**src/multi_channel_tick_timer_macros.svh**
```systemverilog
// assertion macros shared by the timer bank rtl
// expects signals clk and arst_n in the module that uses them
`ifndef MULTI_CHANNEL_TICK_TIMER_MACROS_SVH
`define MULTI_CHANNEL_TICK_TIMER_MACROS_SVH

// same-cycle implication, off during reset
`define MCTT_ASSERT_IMP(lbl, ante, cons) \
	lbl: assert property (@(posedge clk) disable iff (!arst_n) (ante) |-> (cons)) \
		else $error("timer bank check failed");

// next-cycle implication, off during reset
`define MCTT_ASSERT_NXT(lbl, ante, cons) \
	lbl: assert property (@(posedge clk) disable iff (!arst_n) (ante) |=> (cons)) \
		else $error("timer bank check failed");

`endif

```
**src/mctt_pkg.sv**
```systemverilog
// types and constants of the tick timer bank
// no dependencies
package mctt_pkg;

	localparam int FUNC_W    = 2;
	localparam int CHAN_ID_W = 4;
	localparam int PERIOD_W  = 16;
	localparam int MASK_W    = 8;
	localparam int IN_W      = 24;
	localparam int OUT_W     = 16;

	typedef enum logic [FUNC_W-1:0] {
		FUNC_TICK      = 2'd0,
		FUNC_START_PER = 2'd1,
		FUNC_START_ONE = 2'd2,
		FUNC_STOP      = 2'd3
	} mctt_func_t;

	typedef struct packed {
		logic tick;
		logic load;
		logic one_shot;
		logic stop;
	} mctt_cmd_t;

endpackage

```
**src/mctt_chan.sv**
```systemverilog
// one timer channel: count, period, one-shot flag and run state
// depends on mctt_pkg
module mctt_chan (
	input  logic                            clk,
	input  logic                            arst_n,
	input  mctt_pkg::mctt_cmd_t             cmd,
	input  logic [mctt_pkg::PERIOD_W-1:0]   period,
	output logic                            fired
);
	import mctt_pkg::*;

	logic [PERIOD_W-1:0] count_q;
	logic [PERIOD_W-1:0] target_q;
	logic                one_shot_q;
	logic                active_q;
	logic [PERIOD_W:0]   next_cnt;
	logic                expire;

	assign next_cnt = {1'b0, count_q} + {{PERIOD_W{1'b0}}, 1'b1};
	assign expire   = next_cnt >= {1'b0, target_q};
	assign fired    = cmd.tick && active_q && expire;

	always_ff @(posedge clk or negedge arst_n) begin
		if (!arst_n) begin
			count_q    <= '0;
			target_q   <= '0;
			one_shot_q <= 1'b0;
			active_q   <= 1'b0;
		end else if (cmd.load) begin
			count_q    <= '0;
			target_q   <= period;
			one_shot_q <= cmd.one_shot;
			active_q   <= 1'b1;
		end else if (cmd.stop) begin
			active_q <= 1'b0;
		end else if (cmd.tick && active_q) begin
			if (expire) begin
				count_q <= '0;
				if (one_shot_q) begin
					active_q <= 1'b0;
				end
			end else begin
				count_q <= next_cnt[PERIOD_W-1:0];
			end
		end
	end

endmodule

```
**src/multi_channel_tick_timer.sv**
```systemverilog
// channel    | dir | tdata fields (low bit up)                     | tuser | tlast
// s_axis     | in  | func[1:0] chan_id[5:2] period[21:6], 0 pad    | -     | -
// m_axis     | out | status[0] fired_mask[8:1], 0 pad              | -     | -
// one request per cycle sustained while the result is not stalled; a request
// passes the input register and then the result register, channel state
// updates in the cycle a request leaves the input register
// reset clears all channel state and both handshake stages
// a stalled result holds the input register, which holds s_tready low
// top level of the tick timer bank; depends on mctt_pkg, mctt_chan and the macro header
`include "multi_channel_tick_timer_macros.svh"

module multi_channel_tick_timer #(
	parameter int CHANNELS = 8
) (
	input  logic                        clk,
	input  logic                        arst_n,
	input  logic                        s_tvalid,
	output logic                        s_tready,
	input  logic [mctt_pkg::IN_W-1:0]   s_tdata,  // func, chan_id, period
	output logic                        m_tvalid,
	input  logic                        m_tready,
	output logic [mctt_pkg::OUT_W-1:0]  m_tdata   // status, fired_mask
);
	import mctt_pkg::*;

	localparam logic [CHAN_ID_W:0] CHAN_LIMIT = (CHAN_ID_W+1)'(CHANNELS);

	logic                 valid_s1;
	mctt_func_t           func_s1;
	logic [CHAN_ID_W-1:0] chan_id_s1;
	logic [PERIOD_W-1:0]  period_s1;
	logic                 m_tvalid_q;
	logic [OUT_W-1:0]     m_tdata_q;
	logic                 adv;
	logic                 bad_chan;
	logic                 err;
	logic                 is_start;
	logic [CHANNELS-1:0]  fired;
	logic [MASK_W-1:0]    mask;
	mctt_cmd_t            cmd [CHANNELS];

	assign adv      = valid_s1 && (!m_tvalid_q || m_tready);
	assign s_tready = !valid_s1 || adv;
	assign m_tvalid = m_tvalid_q;
	assign m_tdata  = m_tdata_q;

	assign is_start = (func_s1 == FUNC_START_PER) || (func_s1 == FUNC_START_ONE);
	assign bad_chan = {1'b0, chan_id_s1} >= CHAN_LIMIT;
	assign err      = (func_s1 != FUNC_TICK)
		&& (bad_chan || (is_start && (period_s1 == '0)));

	always_ff @(posedge clk or negedge arst_n) begin
		if (!arst_n) begin
			valid_s1 <= 1'b0;
		end else if (s_tready) begin
			valid_s1 <= s_tvalid;
		end
	end

	always_ff @(posedge clk) begin
		if (s_tvalid && s_tready) begin
			func_s1    <= mctt_func_t'(s_tdata[FUNC_W-1:0]);
			chan_id_s1 <= s_tdata[FUNC_W +: CHAN_ID_W];
			period_s1  <= s_tdata[FUNC_W+CHAN_ID_W +: PERIOD_W];
		end
	end

	genvar gi;
	generate
		for (gi = 0; gi < CHANNELS; gi++) begin : g_chan
			logic hit;
			assign hit = adv && !err && (chan_id_s1 == CHAN_ID_W'(gi));
			assign cmd[gi].tick     = adv && (func_s1 == FUNC_TICK);
			assign cmd[gi].load     = hit && is_start;
			assign cmd[gi].one_shot = func_s1 == FUNC_START_ONE;
			assign cmd[gi].stop     = hit && (func_s1 == FUNC_STOP);

			mctt_chan u_chan (
				.clk    (clk),
				.arst_n (arst_n),
				.cmd    (cmd[gi]),
				.period (period_s1),
				.fired  (fired[gi])
			);
		end

		for (gi = 0; gi < MASK_W; gi++) begin : g_mask
			if (gi < CHANNELS) begin : g_bit
				assign mask[gi] = fired[gi];
			end else begin : g_zero
				assign mask[gi] = 1'b0;
			end
		end
	endgenerate

	always_ff @(posedge clk or negedge arst_n) begin
		if (!arst_n) begin
			m_tvalid_q <= 1'b0;
		end else if (adv) begin
			m_tvalid_q <= 1'b1;
		end else if (m_tready) begin
			m_tvalid_q <= 1'b0;
		end
	end

	always_ff @(posedge clk) begin
		if (adv) begin
			m_tdata_q <= {{(OUT_W-MASK_W-1){1'b0}}, mask, err};
		end
	end

	// an error result never reports expiries
	`MCTT_ASSERT_IMP(a_err_no_mask, m_tvalid && m_tdata[0], m_tdata[MASK_W:1] == '0)
	// a request held by a stalled result stays in the input register
	`MCTT_ASSERT_NXT(a_hold_s1, valid_s1 && !adv, valid_s1)
	// an accepted request lands in the input register
	`MCTT_ASSERT_NXT(a_load_s1, s_tvalid && s_tready, valid_s1)
	// a request leaving the input register always yields a result
	`MCTT_ASSERT_NXT(a_adv_out, adv, m_tvalid)

endmodule

```
**config.mk**
```make
export PLATFORM = sky130hd
export DESIGN_NAME = multi_channel_tick_timer
export DESIGN_NICKNAME = d
export VERILOG_FILES = /design/src/mctt_pkg.sv /design/src/mctt_chan.sv /design/src/multi_channel_tick_timer.sv
export VERILOG_INCLUDE_DIRS = /design/src /design/src/src
export SDC_FILE = /design/constraint.sdc
export NUM_CORES = 1
export LEC_CHECK = 0
export CAP_MARGIN = 20
export CORE_ASPECT_RATIO = 0.75
export CORE_MARGIN = 4
export CORE_UTILIZATION = 65
export CTS_CLUSTER_SIZE = 16
export DETAILED_ROUTE_END_ITERATION = 10
export DONT_BUFFER_PORTS = 1
export PLACE_DENSITY = 0.87
export SLEW_MARGIN = 5
export SYNTH_ARGS = -nofsm -noshare
export SYNTH_HDL_FRONTEND = slang
export SYNTH_SLANG_ARGS = --single-unit
```
**constraint.sdc**
```tcl
create_clock -name clk -period 6.4 [get_ports clk]
set_input_delay 0.64 -clock clk [delete_from_list [all_inputs] [get_ports clk]]
set_output_delay 0.64 -clock clk [all_outputs]
set_load 0.005 [all_outputs]
```
==> flow_metrics.py <==
metrics = {
    "critical_path": {
        "cp_slowest_stage_delay_ns": 0.81,
        "cp-start-kind": "flip-flop",
        "slowest_stage": "nor2_1",
        "crit_cells": 13,
        "critPathBufInv": 0,
        "r2r_slack_ns": 2.28,
        "critical_path_arrival_ns": 4.57,
        "r2r_start": "g_chan[6].u_chan.count_q[0]",
        "crit_end": "g_chan[6].u_chan.count_q[15]",
        "ff2ff_path_depth": 13,
        "crit_family": "simple AND/OR/NAND/NOR gates",
        "cp.required_ns": 6.84,
        "crit_chain": "ha_1 > nand3_2 > or3_1 > nor2b_4 > xor2_2 > ha_1 > a21o_1 > a21oi_1 > o21a_1 > nand3_2 > nor2_1 > nand3b_1 > a21oi_1",
        "timing.rr.end": "g_chan[6].u_chan.count_q[15]",
        "worst-setup-path-type": "reg -> reg",
        "startpoint": "g_chan[6].u_chan.count_q[0]",
        "crit_fanout": 17,
        "end_kind": "flip-flop",
    },
    "global_routing": {
        "grt_use_met1": 0.403,
        "top_usage_layer": "met2",
        "grt_overflow": 0,
        "grt_pass1_vias": 14500,
        "grt_pass1_wl_um": 74000,
        "grt_use_met2": 0.461,
        "grt_max_degree": 275,
        "antenna_found_initial": 2,
        "track_usage": 0.290,
        "grt_use_met3": 0.0536,
    },
    "clock_tree": {
        "path_clk_slew_ns": 0.06,
        "post_cts_buffers": 0,
        "cts_buffer_depth": 3,
        "root_buffer": "clkbuf_16",
        "clock_latency_ns": 0.52,
        "cts_buffers": 34,
        "cts_sinks": 305,
        "cts_tree": "yes",
        "htreeDepth": 2,
        "cts-resized-gates": 0,
    },
    "synth": {
        "yosys_warnings": 0,
        "synth_cell_types": 77,
        "synth.avg_cell_area_um2": 8.77,
        "ys_seq_area_frac": 0.428,
        "yosys_register_bits": 305,
        "synth-compound-area-share": 0.130,
        "syn_inst": 2074,
        "synth.cell_area_mm2": 0.0182,
        "synth_top_family_by_area": "simple AND/OR/NAND/NOR gates",
        "synth-adder-area-share": 0.0956,
        "synth_xor_area_frac": 0.0543,
        "synthFlopType": "dfrtp_1",
        "yosys.area_share.simple": 0.219,
        "ys_async_sr_fraction": 0.898,
        "synth_mux_area_frac": 0.00818,
        "synth_edf_count": 31,
    },
    "die": {
        "die_w_um": 201,
        "core-area_mm2": 0.0273,
        "die_h_um": 153,
        "dieArea_mm2": 0.0308,
        "start_util": 0.667,
        "io_pins": 46,
        "num_rows": 52,
    },
    "sta": {
        "tightest_slew_ns": 1.11,
        "period_needed_ns": 4.12,
        "drv_slew": 0,
        "fmax_mhz": 243,
        "rsz0062_at_grt": "no",
        "fin_crit_sh": 0.644,
        "worst_slack_ns": 2.28,
        "fin_skew_ns": 0.0131,
        "timing.hold.ws_ns": -0.189,
        "setup_viol": 0,
        "hold_violations": 274,
        "relSlewSlack": 0.261,
        "fin_tns_setup_ns": 0,
    },
    "power_and_ir_drop": {
        "p_per_area_mw_per_mm2": 302,
        "ir_drop_mv": 0.182,
        "p_leak_uw": 0.00892,
    },
    "placed_design": {
        "dp_hpwl_um": 29200,
        "port_buffers": 0,
        "place_congestion": 0.913,
        "pre_cts_ws_ns": 2.35,
    },
    "route": {
        "vias": 15000,
        "drc": 0,
        "routedWlPerCell_um": 18.8,
        "dr.pass1.iters": 6,
        "drtAntennaViolNets": 0,
        "wl_um": 45100,
        "drt_iter0_markers": 1584,
        "drt-vias-per-instance": 6.27,
    },
    "final_layout": {
        "layout_common_cells": "346 x nand2_1, 274 x dfrtp_1, 157 x o21ai_0",
        "fill_cells": 1937,
        "final_layout_size_suffix_gt1_frac": 0.0530,
        "areaGrowthSynthToFinish_pct": 6.09,
        "layout.cells.most_common": "nand2_1",
        "regArea_mm2": 0.00779,
        "final_nets": 2183,
        "multiInputGateArea_mm2": 0.00927,
    },
    "worst_hold_path": {
        "hold_path_class": "in -> async",
    },
    "run_status": {
        "violations": "negative hold slack",
        "outcome": "finished, violations left",
    },
    "run": {
        "cap_violations": 0,
    },
}
[through the flow]
stage | cells | hold WS [ns] | instance area (um^2) | utilization | power [uW]
3_5_place_dp | 2331 | 0.354 | 18200 | 0.667 | 3870
5_1_grt | 2390 | -0.207 | 19300 | 0.708 | 6170
6_report | 2392 | -0.189 | 19300 | 0.708 | 5830
2_1_floorplan | 2080 | 0.344 | 18200 | - | 3510
3_3_place_gp | 2331 | 0.355 | 18200 | 0.667 | 3750
4_1_cts | 2390 | -0.200 | 19300 | 0.708 | 5830
[worst register-to-register path: cells and delay by family, from the launching register on]
kind	cells	cell delay [ns]
fa+ha+maj	2	0.55
xor+xnor	1	0.19
flops	1	0.41
simple gates	6	2.21
compound gates	4	0.67
[how the worst min path moves through the flow]
stage / startpoint / endpoint / slack (ns) / depth (start not counted)
finish: arst_n / g_chan[6].u_chan.count_q[3] / -0.19 / 0
CTS: arst_n / g_chan[6].u_chan.count_q[4] / -0.20 / 0
floorplan: arst_n / g_chan[0].u_chan.active_q / 0.34 / 0
global placement: arst_n / g_chan[6].u_chan.count_q[4] / 0.35 / 0
detailed placement: arst_n / g_chan[6].u_chan.count_q[4] / 0.35 / 0
global route: arst_n / g_chan[6].u_chan.count_q[3] / -0.21 / 0
[power by group]
group	switching [uW]	internal (uW)	total, uW
Combinational	815	527	1340
Sequential	223	2320	2540
Clock	788	1160	1940
Total	1830	4000	5830
[cell type report]
class,instances,share of cell area
diodes,2,0.000259
clock buffers,53,0.0537
clock inverters,6,0.00344
inverters,139,0.0270
multi-input cells,1512,0.480
flip-flops and latches,305,0.403
well taps,351,0.0228
repair buffers,24,0.00933
[cell usage after synthesis, drive strengths merged, types with 9 or more instances]
master	n	area (um^2)
nand4	45	282
and2	10	65.1
ha	139	1740
nor2	127	502
nand2	347	1310
nor2b	20	133
a31oi	30	188
a211oi	9	67.6
dfrtp	274	6860
nand3	134	698
edfxtp	31	931
xnor2	62	543
o211ai	10	75.1
buf	67	427
nor4	19	155
o21ai	179	896
a21o	10	75.1
nor3b	9	67.6
nor3	31	160
clkbuf	57	235
a21oi	134	671
mux2	9	109
xor2	49	444
and3	25	158
inv	139	522
nand3b	22	165
[registers in the layout, indices dropped and copies added (netlist names)]
name / cells
m_tvalid: 1
g_chan.u_chan.active_q: 8
g_chan.u_chan.target_q: 128
chan_id_s1: 4
func_s1: 2
period_s1: 16
g_chan.u_chan.one_shot_q: 8
valid_s1: 1
m_tdata: 9
g_chan.u_chan.count_q: 128
[routing by layer]
metal  share of wire  vias up
met3           0.082      146
met1            0.42     7223
met4           0.038        2
li1                -     7014
met5         0.00029        -
met2            0.46      620
[logic make-up after synthesis]
group                      count (synthesis)
buffers and inverters                    263
other                                      1
muxes                                     13
xor gates and xnor gates                 111
AOI/OAI and AO/OA                        416
adders and majority gates                139
DFF                                      305
and+or+nand+nor                          826
Note: power is estimated with default switching activity, not from simulation.
